### config.mk
export PLATFORM = sky130hd
export DESIGN_NAME = priority_status_led_blinker_unit
export DESIGN_NICKNAME = d
export VERILOG_FILES = /design/src/rtl/core/psled_pkg.sv /design/src/rtl/core/psled_cell.sv /design/src/rtl/core/priority_status_led_blinker_unit.sv
export VERILOG_INCLUDE_DIRS = /design/src /design/src/rtl/core
export SDC_FILE = /design/constraint.sdc
export NUM_CORES = 2
export LEC_CHECK = 0
export ABC_AREA = 1
export BUFFER_PORTS_ARGS = -buffer_cell sky130_fd_sc_hd__clkbuf_2
export CAP_MARGIN = 25
export CELL_PAD_IN_SITES_DETAIL_PLACEMENT = 0
export CELL_PAD_IN_SITES_GLOBAL_PLACEMENT = 1
export CORE_ASPECT_RATIO = 0.9
export CORE_MARGIN = 5
export CORE_UTILIZATION = 45
export DETAILED_ROUTE_END_ITERATION = 12
export HOLD_SLACK_MARGIN = 0.15
export PLACE_DENSITY_LB_ADDON = 0.12
export SYNTH_ARGS = -nofsm -noshare
export SYNTH_HDL_FRONTEND = slang
export SYNTH_SLANG_ARGS = --single-unit
### constraint.sdc
create_clock -name clk_i -period 9.2 [get_ports clk_i]
set_input_delay 0.46 -clock clk_i [delete_from_list [all_inputs] [get_ports clk_i]]
set_output_delay 0.46 -clock clk_i [all_outputs]
set_load 0.01 [all_outputs]
### src/rtl/core/assert_macros.svh
// Assertion macros used by the RTL of the status LED blinker.
// Included by modules that carry concurrent assertions.
`ifndef ASSERT_MACROS_SVH
`define ASSERT_MACROS_SVH
// Check a property on every rising clock edge outside reset.
`define CHK(label, clk, rstn, prop, msg) \
  label: assert property (@(posedge clk) disable iff (!rstn) (prop)) else $error(msg);
// Check that an antecedent implies a consequent in the next cycle.
`define CHK_NEXT(label, clk, rstn, ante, cons, msg) \
  label: assert property (@(posedge clk) disable iff (!rstn) (ante) |=> (cons)) else $error(msg);
`endif

### src/rtl/core/psled_pkg.sv
// Package for the priority status LED blinker.
// Holds sizes, command codes and the shared entry, scan and write types.
package psled_pkg;
  localparam int unsigned Slots    = 8;
  localparam int unsigned KeyWidth = 16;
  localparam int unsigned SlotW    = $clog2(Slots);

  typedef enum logic [2:0] {
    CMD_CREATE  = 3'd0,
    CMD_SET_ACT = 3'd1,
    CMD_SET_PRI = 3'd2,
    CMD_DISPLAY = 3'd3,
    CMD_UPDATE  = 3'd4
  } cmd_e;

  // One table entry.
  typedef struct packed {
    logic                valid;
    logic [KeyWidth-1:0] key;
    logic                active;
    logic [2:0]          color;
    logic [15:0]         period;
    logic [7:0]          target;
    logic [7:0]          done;
    logic [7:0]          prio;
  } entry_t;

  // Scan token handed from cell to cell.
  typedef struct packed {
    logic                hit;
    logic [SlotW-1:0]    hit_slot;
    logic [7:0]          top_any;
    logic                best_ok;
    logic [7:0]          best_prio;
    logic [SlotW-1:0]    best_slot;
  } scan_t;

  // Write command from the controller to the cells.
  typedef struct packed {
    logic                we;
    logic [SlotW-1:0]    slot;
    entry_t              data;
  } wr_t;
endpackage

### src/rtl/core/psled_cell.sv
// One table cell of the status LED blinker: holds an entry, folds it into
// the scan token. Depends on psled_pkg.
module psled_cell (
  input  logic                                clk_i,
  input  logic                                rst_ni,
  input  logic [psled_pkg::SlotW-1:0]         my_slot_i,
  input  logic [psled_pkg::KeyWidth-1:0]      key_i,
  input  psled_pkg::scan_t                    scan_i,
  output psled_pkg::scan_t                    scan_o,
  input  psled_pkg::wr_t                      wr_i,
  output psled_pkg::entry_t                   entry_o
);
  psled_pkg::entry_t ent_q;

  // Hold the entry; clear it at reset, load it when this slot is written.
  always_ff @(posedge clk_i or negedge rst_ni) begin
    if (!rst_ni) begin
      ent_q <= '0;
    end else if (wr_i.we && wr_i.slot == my_slot_i) begin
      ent_q <= wr_i.data;
    end
  end

  assign entry_o = ent_q;

  // Fold this entry into the token: later slot wins key hits, earlier wins ties.
  always_comb begin
    scan_o = scan_i;
    if (ent_q.valid && ent_q.key == key_i) begin
      scan_o.hit      = 1'b1;
      scan_o.hit_slot = my_slot_i;
    end
    if (ent_q.prio > scan_i.top_any) scan_o.top_any = ent_q.prio;
    if (ent_q.valid && ent_q.active && ent_q.prio > scan_i.best_prio) begin
      scan_o.best_ok   = 1'b1;
      scan_o.best_prio = ent_q.prio;
      scan_o.best_slot = my_slot_i;
    end
  end
endmodule

### src/rtl/core/priority_status_led_blinker_unit.sv
// Priority status LED blinker: input channel carries commands, output
// channel carries ok and the LED drive. Each command walks the cell row
// one slot per cycle, then applies its effect.
// Usage: present cmd and its fields with cmd_valid_i; the item is taken when
//   cmd_stall_o is low. One result follows per command on res_valid_o.
// Display now with a key hit rescans the row before its refresh; the next
//   command is taken while the previous result waits in the output
//   register.
// The scan token advances one cell per cycle through a row of Slots cells.
// Reset clears every entry, the round-robin slot, the blink state and the
//   LED drive; no result is pending.
// A stalled receiver holds the result steady; a further command is taken
//   but its result waits until the earlier one is delivered.
// Unknown commands give ok low and the present LED drive.
module priority_status_led_blinker_unit (
  input  logic        clk_i,
  input  logic        rst_ni,
  input  logic        cmd_valid_i,
  output logic        cmd_stall_o,
  input  logic [2:0]  cmd_i,
  input  logic [15:0] status_key_i,
  input  logic [2:0]  led_color_i,
  input  logic [7:0]  prio_level_i,
  input  logic [15:0] blink_period_i,
  input  logic [7:0]  blink_target_i,
  input  logic        make_active_i,
  input  logic [31:0] now_ms_i,
  output logic        res_valid_o,
  input  logic        res_stall_i,
  output logic        ok_o,
  output logic [2:0]  led_rgb_o
);
  `include "assert_macros.svh"

  localparam int unsigned SW = psled_pkg::SlotW;
  localparam int unsigned CW = $clog2(psled_pkg::Slots + 1);

  typedef enum logic [1:0] {ST_IDLE, ST_SCAN, ST_APPLY, ST_DISP} state_e;

  state_e state_q;
  logic [CW-1:0] cnt_q;
  logic [2:0]  cmd_q;
  logic [psled_pkg::KeyWidth-1:0] key_q;
  logic [2:0]  color_q;
  logic [7:0]  prio_q, target_q;
  logic [15:0] period_q;
  logic        mk_q;
  logic [31:0] now_q;
  psled_pkg::scan_t tok_q, tok_d;
  psled_pkg::scan_t scan_in [psled_pkg::Slots];
  psled_pkg::scan_t scan_out[psled_pkg::Slots];
  psled_pkg::entry_t ent[psled_pkg::Slots];
  psled_pkg::wr_t wr;

  logic [SW-1:0] next_slot_q;
  logic [SW:0]   shown_q;
  logic          blink_q, prev_q;
  logic [31:0]   last_q;
  logic [2:0]    drive_q;
  logic          res_pend_q, res_ok_q;
  logic [2:0]    res_led_q;
  logic          done_pulse;
  logic          done_ok;
  logic [2:0]    done_led;
  logic          res_free;
  logic          retire;

  // Row of cells; all see the token, only the counter's pick passes it on.
  for (genvar g = 0; g < psled_pkg::Slots; g++) begin : g_cell
    assign scan_in[g] = tok_q;
    psled_cell u_cell (
      .clk_i, .rst_ni,
      .my_slot_i(SW'(g)),
      .key_i(key_q),
      .scan_i(scan_in[g]),
      .scan_o(scan_out[g]),
      .wr_i(wr),
      .entry_o(ent[g])
    );
  end

  assign tok_d = scan_out[cnt_q[SW-1:0]];
  assign cmd_stall_o = (state_q != ST_IDLE);
  assign res_valid_o = res_pend_q;
  assign ok_o        = res_ok_q;
  assign led_rgb_o   = res_led_q;

  // Refresh: blink and drive from the best active entry found by the scan.
  logic          rf_sel_ok;
  logic [SW-1:0] rf_sel;
  psled_pkg::entry_t rf_e;
  logic          rf_blink, rf_toggle;
  logic          rf_blink_n, rf_prev_n;
  logic [7:0]    rf_done_n;
  logic [2:0]    rf_drive;
  logic [31:0]   rf_last_n;
  logic          rf_deact;

  always_comb begin
    rf_sel_ok  = tok_q.best_ok;
    rf_sel     = tok_q.best_slot;
    rf_e       = ent[rf_sel];
    rf_blink   = (shown_q != {1'b0, rf_sel}) ? 1'b0 : blink_q;
    rf_drive   = (rf_e.period == 16'd0 || rf_blink) ? rf_e.color : 3'd0;
    rf_toggle  = (now_q - last_q) > {16'd0, rf_e.period};
    rf_blink_n = rf_blink;
    rf_last_n  = last_q;
    rf_prev_n  = prev_q;
    rf_done_n  = rf_e.done;
    rf_deact   = 1'b0;
    if (rf_e.period != 16'd0) begin
      if (rf_toggle) begin
        rf_last_n  = now_q;
        rf_blink_n = ~rf_blink;
      end
      if (rf_e.target != 8'd0) begin
        if (rf_blink_n != prev_q && prev_q && rf_e.done != 8'hFF)
          rf_done_n = rf_e.done + 8'd1;
        rf_prev_n = rf_blink_n;
        rf_deact  = (rf_done_n >= rf_e.target);
      end
    end
    if (!rf_sel_ok) rf_drive = 3'd0;
  end

  // The result register can take a new transaction this cycle.
  assign res_free = !res_pend_q || !res_stall_i;

  // Apply-phase table write at retire; a display hit writes in ST_APPLY too.
  always_comb begin
    wr      = '0;
    wr.slot = tok_q.hit_slot;
    wr.data = ent[tok_q.hit_slot];
    done_ok = 1'b0;
    if (state_q == ST_APPLY && (res_free || cmd_q == psled_pkg::CMD_DISPLAY)) begin
      unique case (cmd_q)
        psled_pkg::CMD_CREATE: begin
          if (!tok_q.hit) begin
            wr.we   = 1'b1;
            wr.slot = next_slot_q;
            wr.data = '{valid: 1'b1, key: key_q, active: 1'b0, color: color_q,
                        period: period_q, target: target_q, done: 8'd0,
                        prio: prio_q};
            done_ok = 1'b1;
          end
        end
        psled_pkg::CMD_SET_ACT: begin
          wr.we          = tok_q.hit;
          wr.data.active = mk_q;
          wr.data.done   = 8'd0;
          done_ok        = tok_q.hit;
        end
        psled_pkg::CMD_SET_PRI: begin
          wr.we        = tok_q.hit;
          wr.data.prio = prio_q;
          done_ok      = tok_q.hit;
        end
        psled_pkg::CMD_DISPLAY: begin
          wr.we          = tok_q.hit;
          wr.data.active = 1'b1;
          wr.data.done   = 8'd0;
          wr.data.prio   = (tok_q.top_any == 8'hFF) ? 8'hFF : tok_q.top_any + 8'd1;
          done_ok        = tok_q.hit;
        end
        psled_pkg::CMD_UPDATE: begin
          wr.we          = rf_sel_ok;
          wr.slot        = rf_sel;
          wr.data        = rf_e;
          wr.data.done   = rf_done_n;
          wr.data.active = rf_e.active & ~rf_deact;
          done_ok        = 1'b1;
        end
        default: done_ok = 1'b0;
      endcase
    end else if (state_q == ST_DISP && cnt_q == CW'(psled_pkg::Slots) && res_free) begin
      // Display-now refresh from the second scan.
      wr.we          = rf_sel_ok;
      wr.slot        = rf_sel;
      wr.data        = rf_e;
      wr.data.done   = rf_done_n;
      wr.data.active = rf_e.active & ~rf_deact;
    end
  end

  assign done_pulse = (state_q == ST_APPLY && !(cmd_q == psled_pkg::CMD_DISPLAY && tok_q.hit))
                    || state_q == ST_DISP;
  assign done_led   = (cmd_q == psled_pkg::CMD_UPDATE || state_q == ST_DISP)
                    ? rf_drive : drive_q;
  assign retire     = ((state_q == ST_APPLY && done_pulse) ||
                       (state_q == ST_DISP && cnt_q == CW'(psled_pkg::Slots))) && res_free;

  // Capture the command fields.
  always_ff @(posedge clk_i) begin
    if (state_q == ST_IDLE && cmd_valid_i) begin
      cmd_q    <= cmd_i;
      key_q    <= status_key_i;
      color_q  <= led_color_i;
      prio_q   <= prio_level_i;
      period_q <= blink_period_i;
      target_q <= blink_target_i;
      mk_q     <= make_active_i;
      now_q    <= now_ms_i;
    end
  end

  // Sequence scan and apply; hold blink state and the result register.
  always_ff @(posedge clk_i or negedge rst_ni) begin
    if (!rst_ni) begin
      state_q     <= ST_IDLE;
      cnt_q       <= '0;
      tok_q       <= '0;
      next_slot_q <= '0;
      shown_q     <= '0;
      blink_q     <= 1'b0;
      prev_q      <= 1'b0;
      last_q      <= '0;
      drive_q     <= '0;
      res_pend_q  <= 1'b0;
      res_ok_q    <= 1'b0;
      res_led_q   <= '0;
    end else begin
      res_pend_q <= retire | (res_pend_q & res_stall_i);
      unique case (state_q)
        ST_IDLE: begin
          if (cmd_valid_i) begin
            state_q <= ST_SCAN;
            cnt_q   <= '0;
            tok_q   <= '0;
          end
        end
        ST_SCAN: begin
          tok_q <= tok_d;
          if (cnt_q == CW'(psled_pkg::Slots - 1)) state_q <= ST_APPLY;
          else cnt_q <= cnt_q + 1'b1;
        end
        ST_APPLY: begin
          if (cmd_q == psled_pkg::CMD_DISPLAY && tok_q.hit) begin
            // Rescan with the new priority before the refresh.
            state_q <= ST_DISP;
            cnt_q   <= '0;
            tok_q   <= '0;
          end else if (res_free) begin
            state_q <= ST_IDLE;
          end
        end
        ST_DISP: begin
          if (cnt_q != CW'(psled_pkg::Slots)) begin
            tok_q <= tok_d;
            cnt_q <= cnt_q + 1'b1;
          end else if (res_free) begin
            state_q <= ST_IDLE;
          end
        end
        default: state_q <= ST_IDLE;
      endcase
      if (state_q == ST_APPLY && cmd_q == psled_pkg::CMD_CREATE && !tok_q.hit && res_free)
        next_slot_q <= next_slot_q + 1'b1;
      // Retire the command once the result register is free.
      if (retire) begin
        res_ok_q   <= (state_q == ST_DISP) ? 1'b1 : done_ok;
        res_led_q  <= done_led;
        if (cmd_q == psled_pkg::CMD_UPDATE || state_q == ST_DISP) begin
          drive_q <= rf_drive;
          if (rf_sel_ok) begin
            shown_q <= {1'b0, rf_sel};
            blink_q <= rf_blink_n;
            last_q  <= rf_last_n;
            prev_q  <= rf_prev_n;
          end
        end
      end
    end
  end

  `CHK(a_stall_busy, clk_i, rst_ni, (state_q == ST_IDLE) == !cmd_stall_o,
       "stall must follow busy state")
  `CHK_NEXT(a_take_scan, clk_i, rst_ni, state_q == ST_IDLE && cmd_valid_i,
            state_q == ST_SCAN && cnt_q == '0, "accepted command must start a scan")
  `CHK(a_cnt_range, clk_i, rst_ni, cnt_q <= CW'(psled_pkg::Slots),
       "scan counter beyond row")
endmodule

## Yosys cells after proc, flatten, opt, wreduce, memory -nomap -nowiden

Index checks and enable logic that the tools add are counted.
W data, S select, Z words.

| storage, ports and cells | value |
|---|---|
| register bits | 650 |
| input bits | 91 |
| output and inout port bits | 6 |
| logic and storage cells | 304 |

| cells by class | value |
|---|---|
| add/sub/neg operators | 5 |
| $lt $le $gt $ge | 21 |
| equality and inequality tests | 35 |
| muxes and demuxes | 76 |
| bitwise gates (word level) | 8 |
| reduce and logical (&&, ||, !) cells | 71 |

Operators by type and width:

| cell | count |
|---|---|
| $bmux W61 S3 | 2 |
| $mux W61 | 4 |
| $mux W65 | 3 |
| $eq A16 B16 Y1 | 8 |
| $gt A8 B8 Y1 | 16 |
| $mux W24 | 5 |
| $mux W8 | 14 |
| $mux W12 | 8 |
| $pmux W24 S4 | 1 |
| $bmux W24 S3 | 1 |
| $pmux W27 S2 | 1 |
| $mux W4 | 12 |
| $logic_and A1 B1 Y1 | 45 |
| $pmux W20 S2 | 1 |
| $gt A32 B16 Y1 | 1 |
| $pmux W8 S4 | 1 |
| $sub A32 B32 Y32 | 1 |
| $pmux W8 S3 | 1 |
| $add A8 B1 Y8 const B | 2 |
| $logic_not A16 Y1 | 1 |
| $pmux W4 S4 | 1 |
| $reduce_bool A16 Y1 | 1 |
| $eq A3 B3 Y1 const B | 5 |
| $eq A3 B2 Y1 const B | 4 |
| other kinds (37) | 77 |

## Longest topological paths before layout

| depth | value |
|---|---|
| word-level depth | 22 |
| mapped depth | 42 |

## Hierarchy

From an unflattened synthesis, not the netlist that was laid out.

| second synthesis, totals | value |
|---|---|
| cells, all modules | 7,261 |
| area total of the unflattened synthesis | 48,348.9 sq um |

By module, submodules not included:

| module | instances | cells an instance | area each (sq um) | sequential area each (sq um) |
|---|---|---|---|---|
| psled_cell | 8 | 466 | 3,473.3 | 1,526.5 |
| priority_status_led_blinker_unit | 1 | 3,533 | 20,562.2 | 4,489.3 |

## Worst setup path after synthesis

Ideal clock, no wire load.

| path | value |
|---|---|
| path type | register -> register |
| from | register last_q[0] |
| to | register g_cell[1].u_cell.ent_q (netlist bit g_cell[1].u_cell.entry_o[43]) |
| setup time | 0.076 ns |
| data arrival time | 4.784 ns |
| data required time | 9.124 ns |
| path slack | 4.339 ns |
| stages on the path, launching flop included | 36 |
| buffers on the path | 0 |
| cell sequence | dfrtp_1 -> ha_1 -> fa_1 -> inv_1 -> nand2_1 -> a21oi_1 -> nand2_1 -> nand3_1 -> xor2_1 -> ha_1 -> nand2_1 -> nor4_1 -> nand3_1 -> nand2_1 -> nand3_1 -> nor2_1 -> nand2_1 -> nor2_1 -> nand3_1 -> nand2_1 -> nand3_1 -> and2_1 -> ha_1 -> inv_1 -> a21boi_0 -> o21a_1 -> o21a_1 -> o21ai_0 -> nand2_1 -> a21oi_1 -> o21bai_1 -> a21oi_1 -> nor2_1 -> o21ai_2 -> nand2_1 -> o21ai_1 |

| between the ends | value |
|---|---|
| word-level cells in the longest chain between the ends | 17 |

Ends and longest elaborated chain:

| element | RTL line | source |
|---|---|---|
| from (decl) | priority_status_led_blinker_unit.sv:58 | `logic [31:0] last_q;` |
| from (signal assigned) | priority_status_led_blinker_unit.sv:267 | `last_q <= rf_last_n;` |
| $sub A32 B32 Y32 * | priority_status_led_blinker_unit.sv:105 | `rf_toggle = (now_q - last_q) > {16'd0, rf_e.period};` |
| $gt A32 B16 Y1 * | priority_status_led_blinker_unit.sv:105 |  |
| $mux W1 * | priority_status_led_blinker_unit.sv:112 | `if (rf_toggle) begin` |
| $mux W1 * | priority_status_led_blinker_unit.sv:111 | `if (rf_e.period != 16'd0) begin` |
| $ne A1 B1 Y1 * | priority_status_led_blinker_unit.sv:117 | `if (rf_blink_n != prev_q && prev_q && rf_e.done != 8'hFF)` |
| $logic_and A1 B1 Y1 * (2 in series) | priority_status_led_blinker_unit.sv:117 |  |
| $mux W8 * | priority_status_led_blinker_unit.sv:117 |  |
| $mux W8 * | priority_status_led_blinker_unit.sv:116 | `if (rf_e.target != 8'd0) begin` |
| $mux W8 * | priority_status_led_blinker_unit.sv:111 |  |
| $ge A8 B8 Y1 * | priority_status_led_blinker_unit.sv:120 | `rf_deact = (rf_done_n >= rf_e.target);` |
| $mux W1 * | priority_status_led_blinker_unit.sv:116 |  |
| $mux W1 * | priority_status_led_blinker_unit.sv:111 |  |
| $not A1 Y1 * | priority_status_led_blinker_unit.sv:170, priority_status_led_blinker_unit.sv:181 |  |
| $and A1 B1 Y1 * | priority_status_led_blinker_unit.sv:170, priority_status_led_blinker_unit.sv:181 |  |
| $pmux W1 S4 or $mux W65 (tied branches) | priority_status_led_blinker_unit.sv:136, priority_status_led_blinker_unit.sv:175 |  |
| $mux W65 * | priority_status_led_blinker_unit.sv:135 | `if (state_q == ST_APPLY && (res_free \|\| cmd_q == psled_pkg::CMD_DISPLAY)) begin` |
| to (signal assigned) | psled_cell.sv:20 | `ent_q <= wr_i.data;` |
| to (decl) | psled_cell.sv:13 | `psled_pkg::entry_t ent_q;` |

Mark *: on every way between the ends. The rest lies on a longest branch, timed or not. The select of a mux whose other input is x is not followed.
A chain may end at the register's enable or synchronous reset.

## Final worst setup path

| path | value |
|---|---|
| from | register tok_q (netlist bit rf_sel[0]) |
| to | register g_cell[4].u_cell.ent_q (netlist bit g_cell[4].u_cell.entry_o[43]) |

| between the ends | value |
|---|---|
| word-level cells in the longest chain between the ends | 20 |

Ends and longest elaborated chain:

| element | RTL line | source |
|---|---|---|
| from (decl) | priority_status_led_blinker_unit.sv:49 | `psled_pkg::scan_t tok_q, tok_d;` |
| from (signal assigned) | priority_status_led_blinker_unit.sv:232 | `tok_q <= tok_d;` |
| from (signal assigned) | priority_status_led_blinker_unit.sv:248 | `tok_q <= tok_d;` |
| $not A3 Y4 (implied by the code) | priority_status_led_blinker_unit.sv:102 | `rf_e = ent[rf_sel];` |
| $bmux W61 S3 | priority_status_led_blinker_unit.sv:102 |  |
| $mux W61 (implied by the code) (2 in series) | priority_status_led_blinker_unit.sv:102 |  |
| $gt A32 B16 Y1 | priority_status_led_blinker_unit.sv:105 |  |
| $mux W1 | priority_status_led_blinker_unit.sv:112 |  |
| $mux W1 | priority_status_led_blinker_unit.sv:111 |  |
| $ne A1 B1 Y1 | priority_status_led_blinker_unit.sv:117 |  |
| $logic_and A1 B1 Y1 (2 in series) | priority_status_led_blinker_unit.sv:117 |  |
| [... 2 more ...] | n/a |  |
| $mux W8 | priority_status_led_blinker_unit.sv:111 |  |
| $ge A8 B8 Y1 | priority_status_led_blinker_unit.sv:120 |  |
| $mux W1 | priority_status_led_blinker_unit.sv:116 |  |
| $mux W1 | priority_status_led_blinker_unit.sv:111 |  |
| $not A1 Y1 | priority_status_led_blinker_unit.sv:170, priority_status_led_blinker_unit.sv:181 |  |
| $and A1 B1 Y1 | priority_status_led_blinker_unit.sv:170, priority_status_led_blinker_unit.sv:181 |  |
| $pmux W1 S4 or $mux W65 (tied branches) | priority_status_led_blinker_unit.sv:136, priority_status_led_blinker_unit.sv:175 |  |
| $mux W65 * | priority_status_led_blinker_unit.sv:135 |  |
| to (signal assigned) | psled_cell.sv:20 |  |
| to (decl) | psled_cell.sv:13 |  |

Marks and branches as above.

==> metrics.md <==
| Metric | Value |
|---|---|
| Power, Total | `15.5 mW` |
| CP max stage delay | `1.07 ns` |
| Post-synth EDFFs | `87` |
| Number of DRC markers in iteration 0 | `a little under 5000` |
| Tot GR Track Use | `0.315` |
| Worst EP required | `around 9.7 ns` |
| Ys Warns | `0` |
| Wirelength, routed | `~160 mm` |
| Cell count after placement | `approximately 6900` |
| Crit path launch type | `flip-flop` |
| Sequential Power Share | `0.296` |
| Post-DP HPWL | `roughly 100 mm` |
| Least-Margin Pin Slew | `~1.1 ns` |
| Root buf cell | `clkbuf_16` |
| Net Sw Frac | `0.485` |
| I/O pin cnt | `97` |
| Synthesized instance count | `roughly 6000` |
| Iteration count of the initial detailed-routing pass | `6` |
| Port Buffers | `96` |
| Synth area leaders | `dfrtp_1 33%, nand2_1 13%, o21ai_0 9.7%, a21oi_1 7.7%, edfxtp_1 6.2%` |
| CP Depth | `34` |
| Largest net degree at the start of global routing | `130` |
| Leakage power | `between 20 and 25 nW` |
| Clock transition at path regs | `around 0.060 ns` |
| Worst-Skew Late Latency | `approximately 0.65 ns` |
| WP data arrival | `7.38 ns` |
| Post-synth top area cell | `dfrtp_1` |
| Type of the worst min-delay path | `input pin to flip-flop` |
| R2R setup slack | `~2.4 ns` |
| GRT overflow | `0` |
| TritonCTS clock tree | `done` |
| Synth Cell Area | `~42000 sq um` |
| Pwr per Cell Area | `roughly 330 nW/um^2` |
| Top cell type's share of synthesized area | `0.333` |
| DIE WIDTH | `between 300 and 400 microns` |
| Worst setup endpoint | `g_cell[4].u_cell.entry_o[43]` |
| Reg2reg start | `rf_sel[0]` |
| Critical path type | `flip-flop to flip-flop` |
| Vias per cell | `just under 6` |
| Syn Nets | `slightly above 6000` |
| Initial Util | `0.455` |
| Fin crit period | `between 6 and 7 ns` |
| Antenna Cells | `0` |
| Initial antenna violation count | `1` |
| Logic pwr share | `0.499` |
| First-pass GRT wire length | `approximately 250 mm` |
| Antenna Nets Post-Route | `0` |
| Nets | `6119` |
| CP dominant cell by count | `nand2_1` |
| Net switching power | `around 7.5 mW` |
| WL/cell | `approximately 23 microns` |
| Worst Path Buf+Inv | `3` |
| Final Hold Vio Count | `0` |
| Max Cap Viol | `0` |
| RSZ-0062 raised after global routing | `false` |
| Seq/Total Area, Yosys | `0.394` |
| R2R depth | `34` |
| Launch point of the worst path | `rf_sel[0]` |
| Clk pwr share | `0.205` |
| Ys flop type | `dfrtp_1` |
| Layout area overhead | `10.9%` |
| Slowest-stage cell, CP | `dfrtp_4` |
| Clock buffer count from CTS | `76` |
| Setup Total Neg Slack | `0 ns` |
| Final setup viols | `0` |
| Share of layout cells above drive strength 1 | `0.0602` |
| Post-cts resize count | `0` |
| Status | `completed` |
| CTS Sinks | `650` |
| Slew Viols, Final | `0` |
| Placer congestion estimate | `just under 1` |
| CP endpoint kind | `flip-flop` |
| CP top delay family | `simple AND/OR/NAND/NOR gates` |
| Reg2reg end | `g_cell[4].u_cell.entry_o[43]` |
| Residual DRC count | `0` |
| Post-synth ARST share | `0.866` |
| Avg Cell Area, Syn | `about 7.2 sq um` |
| CTS Buffer Depth | `3` |
| Vias in the first global route | `about 38000` |
| Setup Skew | `between 0.02 and 0.025 ns` |
| Vias | `about 42000` |
| Slew HR | `0.239` |
| Standard-cell rows | `around 110` |
| Core Box Area | `about 93000 sq um` |
| DIE AREA | `100000 sq um` |
| Worst VDD drop | `around 0.19 mV` |
| Max FO, Critical Path | `between 100 and 150` |
| Die Span Y | `301 microns` |
| Internal power | `between 7 and 8 mW` |
| Crit share post-route | `0.743` |
| Achievable Freq | `roughly 150 MHz` |
| Fin cells | `~7100` |
| Yosys reg bits | `650` |
| Yosys cell types | `63` |
| H-tree levels | `3` |
## tightest hold or removal path, delay by kind of cell
family                 cells  cell delay (ns)
buffers and inverters      1             0.09
AND/OR/NAND/NOR            2             0.25
## power groups by stage
stage	Combinational, mW	Sequential, mW	Clock [mW]
floorplan	5.29	4.23	0
global placement	7.47	4.60	0
detailed placement	7.53	4.60	0
CTS	7.59	4.56	3.23
global route	8.58	4.67	3.34
finish	7.73	4.59	3.17
## cell type report
class                           count  area (sq um)
Tap cell                         1242          1550
Multi-Input combinational cell   4258         21900
Clock buffer                      112          2240
Inverter                          606          2300
Clock inverter                     28           320
Fill cell                        9372         46200
Timing Repair Buffer              245          1880
Sequential cell                   650         16700
## cells by family (layout without fill, tap and decap cells)
logic type | after synthesis | count (layout) | share of synthesized area
mux | 1 | 1 | 0.000266
compound gates | 1942 | 1942 | 0.249
flops | 650 | 650 | 0.394
xor+xnor | 73 | 73 | 0.0151
simple gates | 2051 | 2051 | 0.195
buf+inv | 948 | 991 | 0.0892
fa+ha+maj | 191 | 191 | 0.0566
## timing repair
item / CTS / global route
hold buffers: 89 / 0
buffers inserted: 0 / 0
endpoints found under the hold margin: 180 / 0
## sequential cells by signal, indices dropped and copies added, names as in the netlist, 2 cells and up
| name | flops |
|---|---|
| color_q | 3 |
| led_rgb_o | 3 |
| period_q | 16 |
| next_slot_q | 3 |
| cnt_q | 4 |
| state_q | 2 |
| g_cell.u_cell.entry_o | 488 |
| shown_q | 3 |
| scan_in | 20 |
| prio_q | 8 |
| rf_sel | 3 |
| key_q | 16 |
| target_q | 8 |
| cmd_q | 3 |
| now_q | 32 |
| last_q | 32 |
## through the flow
step                      hold WS [ns]  setup WS, ns  utilization  instance area (sq um)
after detailed placement         0.464          2.46        0.467                  43500
after global routing             0.215          1.68        0.504                  46900
after floorplan                  0.164          4.34            -                  42300
after global placement           0.462          2.58        0.466                  43400
after CTS                        0.153          2.42        0.504                  46900
final                            0.196          2.37        0.504                  46900
## cells in the final DEF, fill, tap and decap left out, types with 87 or more instances in the layout
cell and n:
nand2_1 1447, o21ai_0 820, a21oi_1 652, inv_1 577, dfrtp_1 557, nor2_1 279
nand3_1 195, ha_1 190, o21ai_1 171, clkbuf_2 95, dlygate4sd3_1 89, edfxtp_1 87
## cell usage after synthesis, types with 22 or more instances
library cell / n
dfrtp_1: 563
buf_2: 101
nand3_1: 195
o22ai_1: 53
o21ai_1: 171
o21ai_0: 820
inv_2: 22
a221oi_1: 27
ha_1: 190
inv_1: 580
buf_1: 25
clkbuf_1: 197
a31oi_1: 40
o221ai_1: 32
xor2_1: 52
a21oi_1: 652
nand4_1: 34
nor3_1: 40
nand2_1: 1449
o211ai_1: 60
edfxtp_1: 87
nor2_1: 280
## worst min path at each step
| stage | slack, ns | cells after the start | from | endpoint |
|---|---|---|---|---|
| finish | 0.20 | 3 | res_stall_i | res_valid_o |
| global route | 0.21 | 3 | res_stall_i | res_valid_o |
| global placement | 0.46 | 1 | next_slot_q[2] | next_slot_q[2] |
| detailed placement | 0.46 | 1 | next_slot_q[2] | next_slot_q[2] |
| CTS | 0.15 | 3 | res_stall_i | res_valid_o |
| floorplan | 0.16 | 0 | rst_ni | blink_q |
## routing by layer
metal / wire length (microns) / global-route usage / vias to the layer above
met5: 15 / 0 / -
met4: 5670 / 0.105 / 2
met3: 13300 / 0.0431 / 348
met2: 70900 / 0.484 / 1954
met1: 73300 / 0.458 / 19700
li1: - / - / 19800
Note: power is estimated with default switching activity, not from simulation.
